**src/rtl/core/ctbb_pkg.sv**
```systemverilog
// ----------------------------------------------------------------------------
// ctbb_pkg
// Shared types and constants of the color threshold bounding box block.
// ----------------------------------------------------------------------------
package ctbb_pkg;

   localparam int MAX_WIDTH  = 2048;
   localparam int MAX_HEIGHT = 2048;

   localparam int CHAN_W = 8;
   localparam int POS_W  = 11;
   localparam int SIZE_W = 12;

   localparam logic [POS_W-1:0] COL_LAST = POS_W'(MAX_WIDTH - 1);
   localparam logic [POS_W-1:0] ROW_LAST = POS_W'(MAX_HEIGHT - 1);

   // configuration register indexes
   localparam int CSR_IDX_W = 2;
   localparam logic [CSR_IDX_W-1:0] CSR_RED_MIN   = 2'd0;
   localparam logic [CSR_IDX_W-1:0] CSR_BLUE_MAX  = 2'd1;
   localparam logic [CSR_IDX_W-1:0] CSR_GREEN_MAX = 2'd2;

   localparam logic [CHAN_W-1:0] RED_MIN_RESET   = 8'd150;
   localparam logic [CHAN_W-1:0] BLUE_MAX_RESET  = 8'd50;
   localparam logic [CHAN_W-1:0] GREEN_MAX_RESET = 8'd50;

   // queue between front and back
   localparam int PIX_Q_DEPTH = 4;
   localparam int PIX_Q_AW    = $clog2(PIX_Q_DEPTH);

   // result buffer
   localparam int RSP_Q_DEPTH = 2;
   localparam int RSP_Q_AW    = $clog2(RSP_Q_DEPTH);

   // classified pixel word
   typedef struct packed {
      logic             match;
      logic             eof;
      logic [POS_W-1:0] col;
      logic [POS_W-1:0] row;
   } pix_word_type;

   // frame result word
   typedef struct packed {
      logic              found;
      logic [POS_W-1:0]  left;
      logic [POS_W-1:0]  top;
      logic [SIZE_W-1:0] width;
      logic [SIZE_W-1:0] height;
   } box_type;

   // handshake between a producer and a queue
   typedef struct packed {
      logic push;
      logic full;
   } q_ctl_type;

endpackage

```
**src/rtl/core/ctbb_front.sv**
```systemverilog
// ----------------------------------------------------------------------------
// ctbb_front
// Takes pixels, keeps the raster position and tests the color thresholds.
// ----------------------------------------------------------------------------
module ctbb_front (
   input  logic                          clock,
   input  logic                          reset,
   input  logic                          req_push,
   input  logic [ctbb_pkg::CHAN_W-1:0]   req_blue,
   input  logic [ctbb_pkg::CHAN_W-1:0]   req_green,
   input  logic [ctbb_pkg::CHAN_W-1:0]   req_red,
   input  logic                          req_end_of_line,
   input  logic                          req_end_of_frame,
   input  logic                          csr_valid,
   input  logic [ctbb_pkg::CSR_IDX_W-1:0] csr_index,
   input  logic [ctbb_pkg::CHAN_W-1:0]   csr_wdata,
   input  logic                          q_full,
   output ctbb_pkg::q_ctl_type           q_ctl,
   output ctbb_pkg::pix_word_type        q_word
);
   import ctbb_pkg::*;

   logic [CHAN_W-1:0] red_min_ff, red_min_in;
   logic [CHAN_W-1:0] blue_max_ff, blue_max_in;
   logic [CHAN_W-1:0] green_max_ff, green_max_in;
   logic [POS_W-1:0]  col_ff, col_in;
   logic [POS_W-1:0]  row_ff, row_in;
   logic              accept;

   assign accept = req_push & ~q_full;

   always_comb begin
      red_min_in   = red_min_ff;
      blue_max_in  = blue_max_ff;
      green_max_in = green_max_ff;
      if (csr_valid) begin
         unique case (csr_index)
            CSR_RED_MIN:   red_min_in   = csr_wdata;
            CSR_BLUE_MAX:  blue_max_in  = csr_wdata;
            CSR_GREEN_MAX: green_max_in = csr_wdata;
            default: ;
         endcase
      end
   end

   // raster position; counters saturate at the last column / row
   always_comb begin
      col_in = col_ff;
      row_in = row_ff;
      if (accept) begin
         if (req_end_of_frame) begin
            col_in = '0;
            row_in = '0;
         end else if (req_end_of_line) begin
            col_in = '0;
            if (row_ff < ROW_LAST) row_in = row_ff + POS_W'(1);
         end else begin
            if (col_ff < COL_LAST) col_in = col_ff + POS_W'(1);
         end
      end
   end

   always_ff @(posedge clock) begin
      if (reset) begin
         red_min_ff   <= RED_MIN_RESET;
         blue_max_ff  <= BLUE_MAX_RESET;
         green_max_ff <= GREEN_MAX_RESET;
         col_ff       <= '0;
         row_ff       <= '0;
      end else begin
         red_min_ff   <= red_min_in;
         blue_max_ff  <= blue_max_in;
         green_max_ff <= green_max_in;
         col_ff       <= col_in;
         row_ff       <= row_in;
      end
   end

   assign q_ctl.push   = accept;
   assign q_ctl.full   = q_full;
   assign q_word.match = (req_red > red_min_ff) && (req_blue < blue_max_ff) &&
                         (req_green < green_max_ff);
   assign q_word.eof   = req_end_of_frame;
   assign q_word.col   = col_ff;
   assign q_word.row   = row_ff;

endmodule

```
**src/rtl/core/ctbb_pix_queue.sv**
```systemverilog
// ----------------------------------------------------------------------------
// ctbb_pix_queue
// Short queue of classified pixel words between front and back.
// ----------------------------------------------------------------------------
module ctbb_pix_queue (
   input  logic                   clock,
   input  logic                   reset,
   input  ctbb_pkg::q_ctl_type    wr_ctl,
   input  ctbb_pkg::pix_word_type wr_word,
   output logic                   full,
   input  logic                   pop,
   output logic                   empty,
   output ctbb_pkg::pix_word_type rd_word
);
   import ctbb_pkg::*;

   pix_word_type          mem [PIX_Q_DEPTH];
   logic [PIX_Q_AW-1:0]   wr_ptr_ff, wr_ptr_in;
   logic [PIX_Q_AW-1:0]   rd_ptr_ff, rd_ptr_in;
   logic [PIX_Q_AW:0]     count_ff, count_in;
   logic                  do_wr, do_rd;

   assign full  = (count_ff == (PIX_Q_AW+1)'(PIX_Q_DEPTH));
   assign empty = (count_ff == '0);
   assign do_wr = wr_ctl.push & ~wr_ctl.full;
   assign do_rd = pop & ~empty;

   always_comb begin
      wr_ptr_in = do_wr ? wr_ptr_ff + PIX_Q_AW'(1) : wr_ptr_ff;
      rd_ptr_in = do_rd ? rd_ptr_ff + PIX_Q_AW'(1) : rd_ptr_ff;
      count_in  = count_ff;
      if (do_wr && !do_rd) count_in = count_ff + (PIX_Q_AW+1)'(1);
      if (!do_wr && do_rd) count_in = count_ff - (PIX_Q_AW+1)'(1);
   end

   always_ff @(posedge clock) begin
      if (reset) begin
         wr_ptr_ff <= '0;
         rd_ptr_ff <= '0;
         count_ff  <= '0;
      end else begin
         wr_ptr_ff <= wr_ptr_in;
         rd_ptr_ff <= rd_ptr_in;
         count_ff  <= count_in;
      end
   end

   always_ff @(posedge clock) begin
      if (do_wr) mem[wr_ptr_ff] <= wr_word;
   end

   assign rd_word = mem[rd_ptr_ff];

endmodule

```
**src/rtl/core/ctbb_back.sv**
```systemverilog
// ----------------------------------------------------------------------------
// ctbb_back
// Tracks the box of matching pixels and buffers one result per frame.
// ----------------------------------------------------------------------------
module ctbb_back (
   input  logic                   clock,
   input  logic                   reset,
   input  logic                   q_empty,
   input  ctbb_pkg::pix_word_type q_word,
   output logic                   q_pop,
   output logic                   rsp_empty,
   input  logic                   rsp_pop,
   output ctbb_pkg::box_type      rsp_box
);
   import ctbb_pkg::*;

   logic [POS_W-1:0]    lc_ff, lc_in, gc_ff, gc_in;
   logic [POS_W-1:0]    lr_ff, lr_in, gr_ff, gr_in;
   logic                any_ff, any_in;
   logic [POS_W-1:0]    n_lc, n_gc, n_lr, n_gr;
   logic                n_any;
   box_type             box;

   box_type             rq [RSP_Q_DEPTH];
   logic [RSP_Q_AW-1:0] rq_wr_ff, rq_wr_in, rq_rd_ff, rq_rd_in;
   logic [RSP_Q_AW:0]   rq_cnt_ff, rq_cnt_in;
   logic                rq_full, rq_push, rq_pop;

   assign rq_full   = (rq_cnt_ff == (RSP_Q_AW+1)'(RSP_Q_DEPTH));
   assign rsp_empty = (rq_cnt_ff == '0);
   assign rq_pop    = rsp_pop & ~rsp_empty;

   // a frame end word waits until the result buffer has room
   assign q_pop   = ~q_empty & (~q_word.eof | ~rq_full);
   assign rq_push = q_pop & q_word.eof;

   // box update for the popped word
   always_comb begin
      n_lc  = lc_ff;
      n_gc  = gc_ff;
      n_lr  = lr_ff;
      n_gr  = gr_ff;
      n_any = any_ff;
      if (q_word.match) begin
         if (!any_ff) begin
            n_lc  = q_word.col;
            n_gc  = q_word.col;
            n_lr  = q_word.row;
            n_gr  = q_word.row;
            n_any = 1'b1;
         end else begin
            if (q_word.col < lc_ff) n_lc = q_word.col;
            if (q_word.col > gc_ff) n_gc = q_word.col;
            if (q_word.row < lr_ff) n_lr = q_word.row;
            if (q_word.row > gr_ff) n_gr = q_word.row;
         end
      end
   end

   always_comb begin
      box = '0;
      if (n_any) begin
         box.found  = 1'b1;
         box.left   = n_lc;
         box.top    = n_lr;
         box.width  = SIZE_W'(n_gc) - SIZE_W'(n_lc) + SIZE_W'(1);
         box.height = SIZE_W'(n_gr) - SIZE_W'(n_lr) + SIZE_W'(1);
      end
   end

   always_comb begin
      lc_in  = lc_ff;
      gc_in  = gc_ff;
      lr_in  = lr_ff;
      gr_in  = gr_ff;
      any_in = any_ff;
      if (q_pop) begin
         if (q_word.eof) begin
            lc_in  = '0;
            gc_in  = '0;
            lr_in  = '0;
            gr_in  = '0;
            any_in = 1'b0;
         end else begin
            lc_in  = n_lc;
            gc_in  = n_gc;
            lr_in  = n_lr;
            gr_in  = n_gr;
            any_in = n_any;
         end
      end
   end

   always_comb begin
      rq_wr_in  = rq_push ? rq_wr_ff + RSP_Q_AW'(1) : rq_wr_ff;
      rq_rd_in  = rq_pop ? rq_rd_ff + RSP_Q_AW'(1) : rq_rd_ff;
      rq_cnt_in = rq_cnt_ff;
      if (rq_push && !rq_pop) rq_cnt_in = rq_cnt_ff + (RSP_Q_AW+1)'(1);
      if (!rq_push && rq_pop) rq_cnt_in = rq_cnt_ff - (RSP_Q_AW+1)'(1);
   end

   always_ff @(posedge clock) begin
      if (reset) begin
         lc_ff     <= '0;
         gc_ff     <= '0;
         lr_ff     <= '0;
         gr_ff     <= '0;
         any_ff    <= 1'b0;
         rq_wr_ff  <= '0;
         rq_rd_ff  <= '0;
         rq_cnt_ff <= '0;
      end else begin
         lc_ff     <= lc_in;
         gc_ff     <= gc_in;
         lr_ff     <= lr_in;
         gr_ff     <= gr_in;
         any_ff    <= any_in;
         rq_wr_ff  <= rq_wr_in;
         rq_rd_ff  <= rq_rd_in;
         rq_cnt_ff <= rq_cnt_in;
      end
   end

   always_ff @(posedge clock) begin
      if (rq_push) rq[rq_wr_ff] <= box;
   end

   assign rsp_box = rq[rq_rd_ff];

endmodule

```
**src/rtl/core/color_threshold_bounding_box.sv**
```systemverilog
// ----------------------------------------------------------------------------
// color_threshold_bounding_box
// Result path: a frame's last pixel is written to the pixel queue when it is
//   accepted, then popped by the tracker once the words ahead of it are gone
//   and the result buffer has room, and its box is written to the result buffer.
// Throughput: 1 pixel per cycle unless req_full, set by the box update in the
//   back end; the 4-word pixel queue and 2-word result buffer absorb stalls.
// Reset: synchronous; clears counters, box state and queues, and loads the
//   thresholds with red 150, blue 50, green 50.
// ----------------------------------------------------------------------------
module color_threshold_bounding_box (
   input  logic                           clock,
   input  logic                           reset,
   // pixel input
   input  logic                           req_push,
   output logic                           req_full,
   input  logic [ctbb_pkg::CHAN_W-1:0]    req_blue,
   input  logic [ctbb_pkg::CHAN_W-1:0]    req_green,
   input  logic [ctbb_pkg::CHAN_W-1:0]    req_red,
   input  logic                           req_end_of_line,
   input  logic                           req_end_of_frame,
   // frame result
   output logic                           rsp_empty,
   input  logic                           rsp_pop,
   output logic                           rsp_found,
   output logic [ctbb_pkg::POS_W-1:0]     rsp_box_left,
   output logic [ctbb_pkg::POS_W-1:0]     rsp_box_top,
   output logic [ctbb_pkg::SIZE_W-1:0]    rsp_box_width,
   output logic [ctbb_pkg::SIZE_W-1:0]    rsp_box_height,
   // threshold registers
   input  logic                           csr_valid,
   output logic                           csr_ready,
   input  logic [ctbb_pkg::CSR_IDX_W-1:0] csr_index,
   input  logic [ctbb_pkg::CHAN_W-1:0]    csr_wdata
);
   import ctbb_pkg::*;

   q_ctl_type    front_ctl;
   pix_word_type front_word;
   pix_word_type back_word;
   logic         pq_full, pq_empty, pq_pop;
   box_type      box;

   // registers always take a write word; the index decode drops unknown ones
   assign csr_ready = 1'b1;

   // front: raster position and threshold test, one pixel per cycle while the pixel queue is not full
   ctbb_front u_front (
      .clock            (clock),
      .reset            (reset),
      .req_push         (req_push),
      .req_blue         (req_blue),
      .req_green        (req_green),
      .req_red          (req_red),
      .req_end_of_line  (req_end_of_line),
      .req_end_of_frame (req_end_of_frame),
      .csr_valid        (csr_valid),
      .csr_index        (csr_index),
      .csr_wdata        (csr_wdata),
      .q_full           (pq_full),
      .q_ctl            (front_ctl),
      .q_word           (front_word)
   );

   // decouples the pixel side from result back-pressure
   ctbb_pix_queue u_pix_queue (
      .clock   (clock),
      .reset   (reset),
      .wr_ctl  (front_ctl),
      .wr_word (front_word),
      .full    (pq_full),
      .pop     (pq_pop),
      .empty   (pq_empty),
      .rd_word (back_word)
   );

   // back: min/max tracking and result buffer
   ctbb_back u_back (
      .clock     (clock),
      .reset     (reset),
      .q_empty   (pq_empty),
      .q_word    (back_word),
      .q_pop     (pq_pop),
      .rsp_empty (rsp_empty),
      .rsp_pop   (rsp_pop),
      .rsp_box   (box)
   );

   assign req_full       = pq_full;
   assign rsp_found      = box.found;
   assign rsp_box_left   = box.left;
   assign rsp_box_top    = box.top;
   assign rsp_box_width  = box.width;
   assign rsp_box_height = box.height;

endmodule
```
**config.mk**
```make
export PLATFORM = sky130hd
export DESIGN_NAME = color_threshold_bounding_box
export DESIGN_NICKNAME = d
export VERILOG_FILES = /design/src/rtl/core/ctbb_pkg.sv /design/src/rtl/core/ctbb_front.sv /design/src/rtl/core/ctbb_pix_queue.sv /design/src/rtl/core/ctbb_back.sv /design/src/rtl/core/color_threshold_bounding_box.sv
export SDC_FILE = /design/constraint.sdc
export NUM_CORES = 1
export LEC_CHECK = 0
export BUFFER_PORTS_ARGS = -buffer_cell sky130_fd_sc_hd__buf_2
export CAP_MARGIN = 25
export CORE_UTILIZATION = 61
export DETAILED_ROUTE_END_ITERATION = 6
export PLACE_DENSITY = 0.84
export RECOVER_POWER = 25
export SYNTH_ARGS = -nofsm -noshare
export SYNTH_HDL_FRONTEND = slang
export SYNTH_SLANG_ARGS = --single-unit
```
**constraint.sdc**
```tcl
create_clock -name clock -period 7.4 [get_ports clock]
set_input_delay 0.37 -clock clock [delete_from_list [all_inputs] [get_ports clock]]
set_output_delay 0.37 -clock clock [all_outputs]
set_load 0.01 [all_outputs]
```
==> run summary <==
The count of buffer and inverter cells on the critical path is 1. The number of failing setup endpoints in the final timing report came out at 0. Data on the critical path arrives at its endpoint at approximately 6.5 ns. In the final layout, the share of cells above drive strength 1 is 0.175. After detailed routing, the number of vias per cell comes to roughly 5.9. The final wirelength is 30.0 mm. The wire length the detailed router placed on met1 came out at roughly 12 mm. The sequential share of power came out at 0.311. The worst path needs between 6 and 7 ns of the cycle, external delays included. After detailed placement, the design holds a cell count of 1621.

For hold timing, the worst endpoint is u_front.red_min_ff[2]. The antenna diode count is 0. In this design, the critical path's most frequently occurring cell is sky130_fd_sc_hd__ha_1. The cell internal power dissipation is about 4.7 mW. The total iterations of the first detailed-routing run is 5. The peak supply drop is roughly 0.26 mV. The area enclosed by the die boundary came out at between 0.02 and 0.025 mm^2. The part of the cycle the worst path needs came out at 0.843.

Setup repair after global routing left no endpoint under its margin. The post-layout instance count excluding filler cells came out at 1673. The placed instances occupy a cell area of ~0.015 mm^2. The required time at the worst-slack endpoint is about 7.7 ns. The placed wire-length estimate after detailed placement came out at 19.6 mm. The vertical die dimension came out at about 160 um.

The number of flops mapped to enable cells by yosys came out at 190. The cell sitting at the root of the clock tree is a sky130_fd_sc_hd__clkbuf_16. Counting along the longest clock path gives a buffer depth of 3.

Clock tree synthesis found a total of 295 sinks. The fraction of registers with async set or reset after synthesis is 0. The initial cell density of the core came out at 0.622. The critical path is of the reg2reg type. The cell count after synthesis came out at between 1000 and 1500. The largest net degree at the start of global routing came out at 87. The detailed router's first-iteration violation count came out at between 800 and 900. Wire segments on met2 add up to 15.1 mm in the final route.

The largest clock skew in the final design is ~0.015 ns. The final instance area is 0.0162 mm^2. The post-synthesis cell area came out at ~0.015 mm^2. The clock transition time at the flip-flop clock pins of the worst setup and hold paths came out at about 0.06 ns. The first global-routing pass estimated 48.0 mm of wire. The total number of nets in the final design came out at around 1500. In this run the horizontal extent of the chip is between 150 and 200 um.

After floorplanning, the core was sized to cover around 0.023 mm^2. The capturing point of the worst reg2reg path is u_back.rq[0][9]. The top layer reached by signal wires is met4. The number of buffers added for setup after CTS came out at 0.

The count of max-cap constraint violations is 1. A synthesized cell averages approximately 12 um^2. The register area share after synthesis is 0.537. Global routing finished with a remaining overflow of 0.

The library cell used most frequently in the layout, excluding fill and tap cells, is sky130_fd_sc_hd__edfxtp_1. Once detail routing completed, the nets flagged for antenna violations numbered 0. The number of pins with negative max-slew slack in the final report came out at between 80 and 90. The number of top-level pins came out at between 90 and 100. The area growth from synthesis to layout is 11.3%. The routed layout has roughly 10000 vias. The number of hold buffers added after CTS was 0. The met3 routed wirelength is 1.74 mm. The flop-to-flop setup slack came out at 1.16 ns.

The number of H-tree levels came out at 1. The largest fanout of any net on the critical path came out at 28. The port buffer count came out at 89. For this run, the slowest stage of the critical path takes roughly 0.80 ns.

After detailed routing, the number of remaining DRC violations is 0. The worst setup path is launched from a flop. The switching power came out at a little over 3 mW. The slew at the pin with the worst max-slew slack came out at ~4 ns.

The relative contribution of the clock network to total power came out at 0.182. The fraction of power spent switching nets is 0.395. Fill cells in the final layout number 1624. The number of cells on the worst reg-to-reg path is 19.

The kind of cell adding the most delay to the critical path is compound AO/OA/AOI/OAI gates. The synthesized design contains a little under 300 register bits. The number of instances resized during post-cts repair is 0. The highest clock frequency the design can meet came out at 0.160 GHz.

Power spread over the standard cell area amounts to 482 mW/mm^2. The run finished, with violations left. The post-layout total power is around 8 mW. The leakage power total is roughly 6.1 nW.

The total nets after synthesis is around 1400. The leading register cell type out of synthesis is sky130_fd_sc_hd__edfxtp_1. The count of endpoints failing hold in the final timing report is 0. The via count of the first global-routing pass is slightly below 10000. The path class of the lowest-slack min-delay path is in2reg. The final setup TNS came out at 0 ns. The number of warnings issued by yosys is 0. The global-route usage over all layers is 0.248. The initialized floorplan defines 56 standard-cell rows. TritonCTS built the clock tree. The checks that failed: max-capacitance violations, max-slew violations. The initial antenna violation count is 0. Walking the worst path, the cells encountered are buf_4, mux4_2, ha_1, o21ai_0, a21oi_1, o31ai_1, a31oi_4, and2_1, mux2_2, ha_1, ha_1, fa_1, a21o_1, a21o_1, a211oi_1, o21bai_1, a21oi_1, xor2_1, nor2_1. In the layout the commonest cells are 190 x sky130_fd_sc_hd__edfxtp_1, 124 x sky130_fd_sc_hd__nor2_1, 112 x sky130_fd_sc_hd__ha_1. The number of clock buffers inserted by TritonCTS is 28. The depth of the worst hold-timing path is 2.

The worst relative slew slack came out at -1.64. The share of total power dissipated in combinational logic is 0.507. The clock latency on the worst-skew pair is between 0.5 and 0.6 ns.

Routability-driven placement finished with a final weighted congestion of approximately 0.9. The start point of the worst hold path is csr_wdata[2]. For this design, the slowest cell found on the critical path is sky130_fd_sc_hd__and2_1. The average wire per cell in the routed design came out at between 15 and 20 um. The distinct cell type count of the synthesized netlist is 60. The worst setup path is captured at a flop.
[kinds of logic after synthesis]
logic type	synth area share
xor+xnor	0.0211
other cells	0.000258
mux	0.0987
fa+ha+maj	0.100
buf+inv	0.0382
flops	0.537
simple gates	0.102
compound gates	0.103
[power groups by stage]
| stage | clock (mW) | combinational (mW) | sequential, mW |
|---|---|---|---|
| after floorplan | 0 | 2.96 | 2.41 |
| after global placement | 0 | 3.70 | 2.43 |
| after detailed placement | 0 | 3.82 | 2.45 |
| after CTS | 1.44 | 3.93 | 2.42 |
| after global routing | 1.51 | 4.37 | 2.45 |
| final | 1.42 | 3.95 | 2.42 |
[state kept, by name, summed over array words and instances, names as in the netlist, named ones only]
| name | cells |
|---|---|
| u_back.gr_ff | 11 |
| u_back.lc_ff | 11 |
| u_front.row_ff | 11 |
| u_pix_queue.mem | 96 |
| u_pix_queue.count_ff | 3 |
| u_front.red_min_ff | 8 |
| u_back.rq_cnt_ff | 2 |
| u_back.rq | 94 |
| u_back.gc_ff | 11 |
| u_front.col_ff | 11 |
| u_back.lr_ff | 11 |
| u_pix_queue.rd_ptr_ff | 2 |
| u_back.rq_rd_ff | 1 |
| u_back.rq_wr_ff | 1 |
| u_front.blue_max_ff | 8 |
| u_pix_queue.wr_ptr_ff | 2 |
| u_back.any_ff | 1 |
| u_front.green_max_ff | 8 |
[through the flow]
step | setup WS (ns) | utilization | hold WS, ns
floorplan | 1.68 | - | 0.450
global placement | 1.58 | 0.653 | 0.461
detailed placement | 1.42 | 0.653 | 0.466
CTS | 1.32 | 0.692 | 0.0634
global route | 0.865 | 0.692 | 0.0653
finish | 1.16 | 0.692 | 0.0787
[worst max path at each step]
stage | endpoint | slack (ns) | cells past startpoint
after detailed placement | u_back.rq[0][9] | 1.42 | 19
after CTS | u_back.rq[1][9] | 1.32 | 19
after floorplan | u_back.rq[0][9] | 1.68 | 25
after global placement | u_back.rq[0][9] | 1.58 | 19
final | u_back.rq[0][9] | 1.16 | 19
after global routing | u_back.rq[0][9] | 0.87 | 19
[metal layers]
metal	up-vias	GRT usage
li1	4704	-
met1	4787	0.314
met2	374	0.437
met3	68	0.0302
met4	0	0.0896
met5	-	0
[Yosys cell counts, types with 2 or more instances]
library cell / n / area share
sky130_fd_sc_hd__edfxtp_1: 190 / 0.39
sky130_fd_sc_hd__nor2_1: 127 / 0.033
sky130_fd_sc_hd__ha_1: 112 / 0.096
sky130_fd_sc_hd__dfxtp_1: 105 / 0.14
sky130_fd_sc_hd__a21oi_1: 84 / 0.029
sky130_fd_sc_hd__inv_1: 84 / 0.022
sky130_fd_sc_hd__o21ai_0: 78 / 0.027
sky130_fd_sc_hd__nand2_1: 59 / 0.015
sky130_fd_sc_hd__mux2_2: 51 / 0.039
sky130_fd_sc_hd__nand3_1: 49 / 0.017
sky130_fd_sc_hd__mux2i_1: 32 / 0.022
sky130_fd_sc_hd__clkbuf_1: 31 / 0.0080
sky130_fd_sc_hd__xnor2_1: 25 / 0.015
sky130_fd_sc_hd__mux4_2: 24 / 0.037
sky130_fd_sc_hd__a21o_1: 21 / 0.011
sky130_fd_sc_hd__nand2b_1: 13 / 0.0056
sky130_fd_sc_hd__a22oi_1: 12 / 0.0062
sky130_fd_sc_hd__and3_1: 12 / 0.0052
sky130_fd_sc_hd__a211oi_1: 11 / 0.0057
sky130_fd_sc_hd__nor2b_1: 11 / 0.0047
sky130_fd_sc_hd__or3_1: 10 / 0.0043
sky130_fd_sc_hd__xor2_1: 10 / 0.0060
sky130_fd_sc_hd__buf_2: 9 / 0.0031
sky130_fd_sc_hd__nand4_1: 7 / 0.0030
sky130_fd_sc_hd__o211ai_1: 7 / 0.0036
sky130_fd_sc_hd__a211o_1: 6 / 0.0036
sky130_fd_sc_hd__nor3_1: 6 / 0.0021
sky130_fd_sc_hd__buf_4: 5 / 0.0026
sky130_fd_sc_hd__o21bai_1: 5 / 0.0026
sky130_fd_sc_hd__and2_1: 4 / 0.0017
sky130_fd_sc_hd__and4_1: 4 / 0.0024
sky130_fd_sc_hd__a31o_2: 3 / 0.0018
sky130_fd_sc_hd__buf_6: 3 / 0.0023
sky130_fd_sc_hd__fa_1: 3 / 0.0041
sky130_fd_sc_hd__nand3b_1: 3 / 0.0015
sky130_fd_sc_hd__nor3b_1: 3 / 0.0015
sky130_fd_sc_hd__a31oi_4: 2 / 0.0029
sky130_fd_sc_hd__and2_4: 2 / 0.0012
sky130_fd_sc_hd__or2_2: 2 / 0.00086
sky130_fd_sc_hd__or4_1: 2 / 0.0010
[worst register-to-register path: cells and delay by family (launching register included)]
family                   cells  cell delay (ns)
XOR/XNOR                     1             0.15
AO/OA/AOI/OAI                9             1.86
multiplexers                 2             0.89
buffers and inverters        1             0.33
AND/OR/NAND/NOR              2             0.87
adder cells (fa/ha/maj)      4             1.14
flip-flops                   1             0.71
[final cells by class]
class,instances,area (um^2),share of cell area
timing repair buffer,104,544,0.0336
multi-input combinational,818,6200,0.383
tap,319,399,0.0247
clock inverter,11,113,0.00696
inverter,85,319,0.0197
clock buffer,41,801,0.0495
sequential,295,7810,0.482
Power figures use the tool's default switching activity.
